**config.mk**
```make
export PLATFORM = sky130hd
export DESIGN_NAME = kabf_mul
export DESIGN_NICKNAME = d
export VERILOG_FILES = /design/src/rtl/kalman_angle_bias_filter_assert.svh /design/src/rtl/kabf_pkg.sv /design/src/rtl/kabf_mul.sv
export SDC_FILE = /design/constraint.sdc
export NUM_CORES = 2
export LEC_CHECK = 0
export BUFFER_PORTS_ARGS = -buffer_cell sky130_fd_sc_hd__buf_2
export CAP_MARGIN = 20
export CORE_ASPECT_RATIO = 0.9
export CORE_MARGIN = 2
export CORE_UTILIZATION = 57
export DETAILED_ROUTE_END_ITERATION = 8
export GPL_TIMING_DRIVEN = 1
export HOLD_SLACK_MARGIN = 0.15
export MAX_ROUTING_LAYER = met4
export PLACE_DENSITY = 0.82
export SLEW_MARGIN = 20
export SYNTH_ARGS = -nofsm -noshare
export SYNTH_HDL_FRONTEND = slang
export SYNTH_SLANG_ARGS = --single-unit
export TNS_END_PERCENT = 50
```
**constraint.sdc**
```tcl
create_clock -name clk -period 23.5 [get_ports clk]
set_input_delay 2.35 -clock clk [delete_from_list [all_inputs] [get_ports clk]]
set_output_delay 2.35 -clock clk [all_outputs]
set_load 0.05 [all_outputs]
```
**src/rtl/kalman_angle_bias_filter_assert.svh**
```systemverilog
// assertion macros for the tilt filter
`ifndef KALMAN_ANGLE_BIAS_FILTER_ASSERT_SVH
`define KALMAN_ANGLE_BIAS_FILTER_ASSERT_SVH

// implication checked every cycle outside reset
`define KABF_ASSERT_IMPL(label, ante, cons) \
	label: assert property (@(posedge clk) disable iff (!arst_n) (ante) |-> (cons)) \
		else $error("assertion failed");

// next-cycle implication
`define KABF_ASSERT_NEXT(label, ante, cons) \
	label: assert property (@(posedge clk) disable iff (!arst_n) (ante) |=> (cons)) \
		else $error("assertion failed");

`endif

```
**src/rtl/kabf_pkg.sv**
```systemverilog
package kabf_pkg;

	localparam int unsigned DataW = 32;
	localparam int unsigned NoiseW = 31;
	localparam int unsigned DtW = 20;
	localparam int unsigned RegIdxW = 2;

	localparam logic [RegIdxW-1:0] REG_ANGLE_Q = 2'd0;
	localparam logic [RegIdxW-1:0] REG_BIAS_Q = 2'd1;
	localparam logic [RegIdxW-1:0] REG_MEAS_R = 2'd2;

	localparam logic [NoiseW-1:0] ANGLE_Q_RST = 31'd1073742;
	localparam logic [NoiseW-1:0] BIAS_Q_RST = 31'd3221225;
	localparam logic [NoiseW-1:0] MEAS_R_RST = 31'd32212255;
	localparam logic signed [DataW-1:0] ONE_Q30 = 32'sd1073741824;

	// sequencer steps
	typedef enum logic [4:0] {
		ST_IDLE,
		ST_P_ANG,   // dt*(rate-bias)
		ST_P_T,     // t = dt*cbb
		ST_P_CAA,   // dt*(t-cab-cba+qa)
		ST_P_CBB,   // qb*dt, cab/cba -= t
		ST_S,       // y, and the sign test of S
		ST_DIV0,
		ST_DIV1,
		ST_U_ANG,
		ST_U_BIAS,
		ST_U_CAA,
		ST_U_CAB,
		ST_U_CBA,
		ST_U_CBB,
		ST_OUT
	} state_t;

	// operand request to the shared multiplier
	typedef struct packed {
		logic signed [31:0] a;
		logic signed [33:0] b;
		logic [5:0] shift;
	} mul_req_t;

	function automatic logic signed [DataW-1:0] sat32(input logic signed [73:0] x);
		if (x > 74'sd2147483647) return 32'sh7fffffff;
		if (x < -74'sd2147483648) return 32'sh80000000;
		return x[DataW-1:0];
	endfunction

endpackage

```
**src/rtl/kabf_mul.sv**
```systemverilog
// shared multiplier with round half up and arithmetic shift, registered result
module kabf_mul import kabf_pkg::*; (
	input  logic clk,
	input  kabf_pkg::mul_req_t req,
	output logic signed [73:0] prod_q
);
	logic signed [65:0] m;
	logic signed [73:0] half;
	logic signed [73:0] p;

	// product plus half lsb, then floor shift
	always_comb begin
		m = 66'(req.a) * 66'(req.b);
		half = 74'(1) <<< (req.shift - 6'd1);
		p = (74'(m) + half) >>> req.shift;
	end

	always_ff @(posedge clk) begin
		prod_q <= p;
	end
endmodule

```
==> impl_metrics.toml <==
[outcome]
status = "finished clean"

[hold_path]
hold_path_class = "in -> reg"
holdPathEnd = "prod_q[14]"
hp-start = "req[5]"
whs_path_depth = 2

[drt]
wl_met1_um = 63700
first_pass_iters = 7
wl_met2_um = 75900
routed.top_layer = "met4"
vias_per_cell = 6.11
routed_wl_um = 162000
via_count = 42800
drc = 0
wl_per_cell_um = 23.1
drtIter0Drc = 4714
dr_wl_met3_um = 17100
ant_nets = 0

[placed_design]
place_area_um2 = 53200
io_buffers = 146
dp_hpwl_um = 137000
post-place-cells = 6974
place_congestion = 1.11

[clock_network]
cts-root-buf = "clkbuf_16"
cts_tree = "yes"
cts_resized = 0
cts_buffer_depth = 2
cts_buffers = 9
htreeDepth = 3
hold_buffers = 0
post_cts_buffers = 0
clk_pin_slew_ps = 60
numClockSinks = 74

[critical_path]
cp_common_cell = "fa_1"
required_ps = 23690
arrival_ps = 14070
start_kind = "input pin"
critPathMaxStageDelay_ps = 760
cp-end-kind = "flip-flop"
critical_path_class = "in -> reg"
critPathSlowestCell = "a311oi_1"
crit_path_max_fanout = 66

[sta]
maxSlewHeadroom_pct = 22.0
period_share_pct = 59.1
max_freq_ghz = 0.0720
setup_tns_ps = 0
slew_viol_final = 0
tightest_slew_ps = 1160
min_period_ps = 13890
rsz0062_at_grt = "false"
setup_violations = 0
hold_violations = 0

[cells_and_area]
nNetsFinal = 7362
mostFrequentLayoutCells = "1,303 x fa_1, 1,242 x inv_1, 954 x nand2_1, 326 x and2_1, 231 x ha_1"
largest_reg_flops = 74
largest_register = "prod_q"
layout-drive-gt1-share_pct = 5.31
finalNonFillerCells = 7002
fill_cells = 7660
final_common_cell = "fa_1"
final_area_um2 = 53500
reg_top3 = "prod_q x74"
area_growth_pct = 2.92

[floorplanning]
fp.dieH_um = 291
start_util_pct = 57.3
ios = 147
coreArea_um2 = 90800
die_w_um = 322
fp-row-count = 105
dieArea_um2 = 93700

[global_routing]
grt_pass1_vias = 45700
grt_usage_pct = 36.8
grt_max_degree = 68
overflow = 0
grt_pass1_wl_um = 258000
antenna_found_initial = 10

[logic_synthesis]
synth_ff_type = "dfxtp_1"
syn_inst = 5918
netlist_area_um2 = 52000
yosys_warnings = 0
mappedNetlistNets = 7525
ys_ff_latch = 74
syn_avg_cell_area_um2 = 8.79
ys_async_sr_fraction_pct = 0
synth_cell_types = 95
yosysSeqAreaShare_pct = 2.85
synth_edf_count = 0

[job]
timing.max_cap.violations = 0
## synthesized netlist by cell type, types with 29 or more instances
cell type / instances / area (µm²)
fa_1: 1303 / 26100
clkbuf_1: 302 / 1130
dfxtp_1: 74 / 1480
and2_1: 326 / 2040
inv_1: 1243 / 4670
nand4_1: 61 / 382
nand2_1: 954 / 3580
nand3_1: 61 / 305
a21o_1: 32 / 240
o21a_1: 29 / 218
a21oi_1: 169 / 846
a211oi_1: 43 / 323
o21ai_0: 101 / 505
ha_1: 231 / 2890
nor2_1: 218 / 818
mux2i_1: 104 / 1040
buf_2: 37 / 185
nor3_1: 61 / 305
xnor2_1: 31 / 272
## stage by stage
step                util [%]  hold WS (ps)  worst slack [ps]
CTS                     58.9          2470             10090
global route            59.0          2490              9420
floorplan                  -          2730             11870
global placement        58.6          2820              9750
detailed placement      58.6          2820              9760
finish                  59.0          2490              9610
## routing by layer
metal  track usage (%)  vias up
li1                  -    17800
met1              50.0    22100
met2              56.4     2497
met3              7.33      408
met4              10.4        0
met5                 -        -
## worst max-delay path by stage
stage / start / to / slack, ps / cells past startpoint
floorplan: req[0] / prod_q[9] / 11870 / 36
global placement: req[1] / prod_q[4] / 9750 / 28
detailed placement: req[2] / prod_q[11] / 9760 / 32
CTS: req[2] / prod_q[11] / 10090 / 32
global route: req[1] / prod_q[4] / 9420 / 29
finish: req[3] / prod_q[46] / 9610 / 32
## worst max-delay path: cells and delay by family
family / cells / cell delay [ps]
adder cells (fa/ha/maj): 9 / 4640
AO/OA/AOI/OAI: 11 / 4330
AND/OR/NAND/NOR: 4 / 1260
buffers and inverters: 8 / 1410
## cell type report
cell class              count  area, µm²  area share (%)
flip-flops and latches     74       1480            2.77
inverters                1249       4690            8.76
well taps                1230       1540            2.88
multi-input cells        4232      44400            83.0
repair buffers            189       1050            1.97
clock inverters             6       73.8           0.138
clock buffers              10        229           0.428
diodes                     12       30.0          0.0561
## cells by family after synthesis
family	Yosys count	synth area share, %
and+or+nand+nor	1825	16.3
buffers and inverters	1612	11.7
AOI/OAI and AO/OA	662	8.76
xor gates and xnor gates	51	0.859
DFF	74	2.85
adders and majority gates	1534	55.7
muxes	160	3.82
Power is not shown: default switching activity piles up to over one toggle a cycle in this logic, so the estimate is an artifact.
