<file path="src/rtl/kalman_angle_bias_filter_assert.svh">
// assertion macros for the tilt filter
`ifndef KALMAN_ANGLE_BIAS_FILTER_ASSERT_SVH
`define KALMAN_ANGLE_BIAS_FILTER_ASSERT_SVH

// implication checked every cycle outside reset
`define KABF_ASSERT_IMPL(label, ante, cons) \
	label: assert property (@(posedge clk) disable iff (!arst_n) (ante) |-> (cons)) \
		else $error("assertion failed");

// next-cycle implication
`define KABF_ASSERT_NEXT(label, ante, cons) \
	label: assert property (@(posedge clk) disable iff (!arst_n) (ante) |=> (cons)) \
		else $error("assertion failed");

`endif

</file>
<file path="src/rtl/kabf_pkg.sv">
package kabf_pkg;

	localparam int unsigned DataW = 32;
	localparam int unsigned NoiseW = 31;
	localparam int unsigned DtW = 20;
	localparam int unsigned RegIdxW = 2;

	localparam logic [RegIdxW-1:0] REG_ANGLE_Q = 2'd0;
	localparam logic [RegIdxW-1:0] REG_BIAS_Q = 2'd1;
	localparam logic [RegIdxW-1:0] REG_MEAS_R = 2'd2;

	localparam logic [NoiseW-1:0] ANGLE_Q_RST = 31'd1073742;
	localparam logic [NoiseW-1:0] BIAS_Q_RST = 31'd3221225;
	localparam logic [NoiseW-1:0] MEAS_R_RST = 31'd32212255;
	localparam logic signed [DataW-1:0] ONE_Q30 = 32'sd1073741824;

	// sequencer steps
	typedef enum logic [4:0] {
		ST_IDLE,
		ST_P_ANG,   // dt*(rate-bias)
		ST_P_T,     // t = dt*cbb
		ST_P_CAA,   // dt*(t-cab-cba+qa)
		ST_P_CBB,   // qb*dt, cab/cba -= t
		ST_S,       // y, and the sign test of S
		ST_DIV0,
		ST_DIV1,
		ST_U_ANG,
		ST_U_BIAS,
		ST_U_CAA,
		ST_U_CAB,
		ST_U_CBA,
		ST_U_CBB,
		ST_OUT
	} state_t;

	// operand request to the shared multiplier
	typedef struct packed {
		logic signed [31:0] a;
		logic signed [33:0] b;
		logic [5:0] shift;
	} mul_req_t;

	function automatic logic signed [DataW-1:0] sat32(input logic signed [73:0] x);
		if (x > 74'sd2147483647) return 32'sh7fffffff;
		if (x < -74'sd2147483648) return 32'sh80000000;
		return x[DataW-1:0];
	endfunction

endpackage

</file>
<file path="src/rtl/kabf_div.sv">
// restoring divider, one quotient bit per cycle: num*2^30/den, num >= 0, den > 0
module kabf_div import kabf_pkg::*; (
	input  logic clk,
	input  logic arst_n,
	input  logic start,
	input  logic [31:0] num,
	input  logic [32:0] den,
	output logic done,
	output logic [61:0] quo_q
);
	logic [33:0] rem_q;
	logic [61:0] dvd_q;
	logic [5:0] cnt_q;
	logic busy_q;
	logic [34:0] trial;

	assign trial = {rem_q, dvd_q[61]} - {2'b0, den};
	// all 62 quotient bits are in place once the count runs out
	assign done = busy_q && cnt_q == 6'd0;

	// step counter
	always_ff @(posedge clk or negedge arst_n) begin
		if (!arst_n) begin
			busy_q <= 1'b0;
			cnt_q <= '0;
		end else if (start) begin
			busy_q <= 1'b1;
			cnt_q <= 6'd62;
		end else if (busy_q) begin
			if (cnt_q == 6'd0) busy_q <= 1'b0;
			else cnt_q <= cnt_q - 6'd1;
		end
	end

	// shift one dividend bit in per cycle while busy
	always_ff @(posedge clk) begin
		if (start) begin
			rem_q <= '0;
			dvd_q <= {num, 30'd0};
			quo_q <= '0;
		end else if (busy_q && !done) begin
			if (!trial[34]) begin
				rem_q <= trial[33:0];
				quo_q <= {quo_q[60:0], 1'b1};
			end else begin
				rem_q <= {rem_q[32:0], dvd_q[61]};
				quo_q <= {quo_q[60:0], 1'b0};
			end
			dvd_q <= {dvd_q[60:0], 1'b0};
		end
	end
endmodule

</file>
<file path="config.mk">
export PLATFORM = sky130hd
export DESIGN_NAME = kabf_div
export DESIGN_NICKNAME = d
export VERILOG_FILES = /design/src/rtl/kalman_angle_bias_filter_assert.svh /design/src/rtl/kabf_pkg.sv /design/src/rtl/kabf_div.sv
export SDC_FILE = /design/constraint.sdc
export NUM_CORES = 1
export LEC_CHECK = 0
export ABC_AREA = 1
export BUFFER_PORTS_ARGS = -buffer_cell sky130_fd_sc_hd__clkbuf_2
export CAP_MARGIN = 10
export CORE_UTILIZATION = 58
export DETAILED_ROUTE_END_ITERATION = 10
export GPL_TIMING_DRIVEN = 0
export PLACE_DENSITY_LB_ADDON = 0.15
export SLEW_MARGIN = 20
export SYNTH_ARGS = -nofsm -noshare
export SYNTH_HDL_FRONTEND = slang
export SYNTH_SLANG_ARGS = --single-unit
</file>
<file path="constraint.sdc">
create_clock -name clk -period 3.25 [get_ports clk]
set_input_delay 0.65 -clock clk [delete_from_list [all_inputs] [get_ports clk]]
set_output_delay 0.65 -clock clk [all_outputs]
set_load 0.005 [all_outputs]
</file>
==> impl_table.tex <==
\begin{tabular}{lr}
\hline
Metric & Value \\
\hline
\multicolumn{2}{l}{\textbf{Critical path}} \\
Kind of capture point of the worst setup path & register \\
Startpoint types & register \\
Reg-to-reg critical path startpoint & dvd\_q[61]\$\_DFFE\_PP\_ \\
Highest net fanout along the worst path & 10 \\
Critical Setup Path Class & register to register \\
Required time at the endpoint of the critical path & about 3600 ps \\
Critical path data arrival time & roughly 2800 ps \\
Timing startpoint of the critical path & dvd\_q[61]\$\_DFFE\_PP\_ \\
\multicolumn{2}{l}{\textbf{Timing}} \\
Transition time at the pin with the least slew margin & 633 ps \\
Fin crit share & 75.8\% \\
Unrepaired setup endpoints after global routing & no \\
Max-Slew Margin vs Limit & roughly 58\% \\
Peak Freq & roughly 410 MHz \\
Number of endpoints failing setup at the final stage & 0 \\
Clock Skews & $\sim$19 ps \\
Min setup slack post-route & approximately 790 ps \\
Pins Over Slew Limit & 0 \\
Count of final hold-check violations & 0 \\
Min Clock Period, post-route & between 2000 and 2500 ps \\
\multicolumn{2}{l}{\textbf{Floorplan}} \\
Vertical die dimension & $\sim$120 um \\
Core region area & roughly 14000 um\^{}2 \\
Starting Density & between 50\% and 60\% \\
Number of top-level design ports & 131 \\
DIE WIDTH & approximately 120 um \\
Die outline area & about 15000 um\^{}2 \\
Row count & between 40 and 50 \\
\multicolumn{2}{l}{\textbf{Clock tree}} \\
Buffer count from post-CTS setup fixing & 0 \\
Cts bufs inserted & 17 \\
Root buffer cell & clkbuf\_16 \\
Post-CTS sizing & 0 \\
Number of buffers on the longest clock path & 2 \\
Skew-Pair Late Insertion Delay & roughly 430 ps \\
CTS HTree Levels & 4 \\
TritonCTS clock tree & built \\
Clock Sinks & 135 \\
Hold buffer count at CTS & 0 \\
Clock-pin slew on the worst setup and hold paths & approximately 60 ps \\
\multicolumn{2}{l}{\textbf{Synthesis}} \\
Dominant synthesized flop cell & dfxtp\_1 \\
Leading post-synthesis cells by cell area & dfxtp\_1 (23\%), nand2\_1 (21\%), edfxtp\_1 (12\%) \\
Commonest cells post-synth & nand2\_1 (449), inv\_1 (223), dfxtp\_1 (96), nand3\_1 (72), o22ai\_1 (60) \\
Fraction of the yosys area taken by sequential cells & 37.3\% \\
Cells after Synth & $\sim$1200 \\
Yosys cell types & 40 \\
Library cell with the largest summed area after synthesis & dfxtp\_1 \\
Count of warnings emitted by yosys & 0 \\
Most instantiated library cell after synthesis & nand2\_1 \\
Synthesized cell area & approximately 8200 um\^{}2 \\
Mean instance size in the synthesized netlist & between 6 and 7 um\^{}2 \\
Synthesized net count & between 1000 and 1500 \\
Number of enable flip-flop cells after synthesis & 32 \\
FF+latch count, synth & around 140 \\
Post-synthesis async set-or-reset flop share & 5.19\% \\
Share of the synthesized area in the top cell type & 23.4\% \\
\multicolumn{2}{l}{\textbf{Pwr}} \\
Worst VDD drop & 0.614 mV \\
PD cells & roughly 760 nW/um\^{}2 \\
Post-layout power & 7.32 mW \\
Leakage & slightly above 5 nW \\
\multicolumn{2}{l}{\textbf{Placed design}} \\
Final Wtd Congestion & $\sim$0.99 \\
Setup WS pre-CTS & between 400 and 500 ps \\
DP Wirelength & between 15 and 20 mm \\
\# port buffers & approximately 130 \\
\multicolumn{2}{l}{\textbf{Routing}} \\
Vias per cell & just over 5 \\
Aggregate routed wire length & roughly 21 mm \\
First-iteration detailed-routing DRC count & around 450 \\
Final ANT Viol Nets & 0 \\
Drc violations & 0 \\
Initial DRT Pass Iterations & 5 \\
Detailed-route wire length per cell & approximately 14 um \\
Vias post-DR & around 7900 \\
\multicolumn{2}{l}{\textbf{GRT}} \\
Wire length of the first global-routing pass & 34.8 mm \\
GRT Residual Overflow & 0 \\
GR Util All Layers & 30.3\% \\
Largest net degree at the start of global routing & 24 \\
Via count of the first global-routing pass & between 7000 and 8000 \\
Initial antenna violation count & 0 \\
\multicolumn{2}{l}{\textbf{Status}} \\
Outcome & finished, final reports clean \\
\multicolumn{2}{l}{\textbf{Cells and area}} \\
Antenna Diode Count & 0 \\
Ratio of cells with drive above 1 in the final layout & approximately 16\% \\
Fill cell instance count of the final layout & between 1000 and 1500 \\
Area delta synth->final & 17.9\% \\
Total number of nets in the final design & around 1500 \\
\multicolumn{2}{l}{\textbf{Hold path}} \\
Type of the worst min-delay path & primary input to asynchronous set/reset pin \\
\multicolumn{2}{l}{\textbf{Flow run}} \\
Max-Cap Viols & 0 \\
\hline
\end{tabular}
## metal layers
| metal | track usage, % | wire length (um) |
|---|---|---|
| met5 | 0 | 0 |
| met4 | 11.3 | 650 |
| met3 | 6.25 | 1260 |
| met2 | 52.2 | 10200 |
| met1 | 37.2 | 9220 |
## per-stage QoR
stage	hold WS [ps]	cells	utilization (%)	cell area (um^2)	setup TNS, ps
2_1_floorplan	354	1204	-	8200	0
3_3_place_gp	440	1513	65.6	9070	-11540
3_5_place_dp	449	1514	65.8	9100	0
4_1_cts	57.4	1546	69.9	9670	0
5_1_grt	63.8	1546	69.9	9670	0
6_report	60.7	1546	69.9	9670	0
## power breakdown
group	switching, mW	internal, mW	total, mW
Sequential	0.176	1.95	2.13
Combinational	2.12	1.15	3.28
Clock	0.778	1.14	1.92
## placed cells by master, fill, tap and decap left out, types with 2 or more instances in the layout
cell        netlist  routed
buf_6             7       7
ha_1             35      35
nand3b_1          4       4
nand2_1         449     449
inv_1           223     223
a21oi_2           2       2
nand4_1           7       7
nor2_4            3       3
o22ai_1          60      60
dfrtp_1           7       7
nand2_4           4       4
nand3_1          72      72
clkinv_1          2       2
nand3_4           2       2
clkinvlp_4        0       3
nor4_1            3       3
xor2_1           14      14
buf_4             2       2
clkbuf_1         21      25
nor3_1           12      12
nand2_2          10      10
dfxtp_1          96      96
o21ai_0          12      12
clkbuf_16         0      17
edfxtp_1         32      32
buf_8             2       2
o21bai_1          4       4
inv_6             0       4
a21oi_1          22      22
clkbuf_2          0     130
bufinv_16         0       2
nor2_1           59      59
nor2_2            3       3
nand3_2          24      24
## cells by family after synthesis
group / synth area share (%)
simple gates: 35.0
compound gates: 7.69
buf+inv: 12.9
xor+xnor: 1.60
fa+ha+maj: 5.58
flops: 37.3
## area by class of cell
class                   count  area, um^2  share of cell area, %
multi-input cells         810        4090                   42.3
flip-flops and latches    135        3060                   31.6
clock inverters            10         123                   1.27
repair buffers            130         673                   6.96
inverters                 226         848                   8.77
clock buffers              22         444                   4.59
well taps                 180         225                   2.33
plain buffers              33         208                   2.15
## worst paths after layout
path / slack, ps / cells after the start / to
worst max-delay path: 790 / 15 / rem_q[8]$_SDFFE_PP0P_
worst min-delay path: 60 / 1 / busy_q$_DFF_PN0_
worst max register to register: 790 / 15 / rem_q[8]$_SDFFE_PP0P_
worst min register to register: 470 / 2 / quo_q[61]$_SDFFE_PP0P_
max in group asynchronous: 3020 / 1 / cnt_q[0]$_DFFE_PN0P_
min in group clk: 470 / 2 / quo_q[61]$_SDFFE_PP0P_
## sequential cells by signal (all words and copies together) (netlist names)
register	cells
cnt_q	6
quo_q	62
rem_q	34
busy_q	1
dvd_q	32
## worst max-delay path, stage by stage (launching register included)
cell	delay [ps]
edfxtp_1	380
inv_1	60
ha_1	210
fa_1	440
inv_1	100
nand3_1	90
nand3_2	150
nand2_2	80
nand2_2	90
nand2_4	80
nand2_4	90
nand2_4	100
nand2_2	220
nand2_1	80
nand3_1	130
nand2_1	60
No activity file was read; power rests on OpenSTA's default activity.
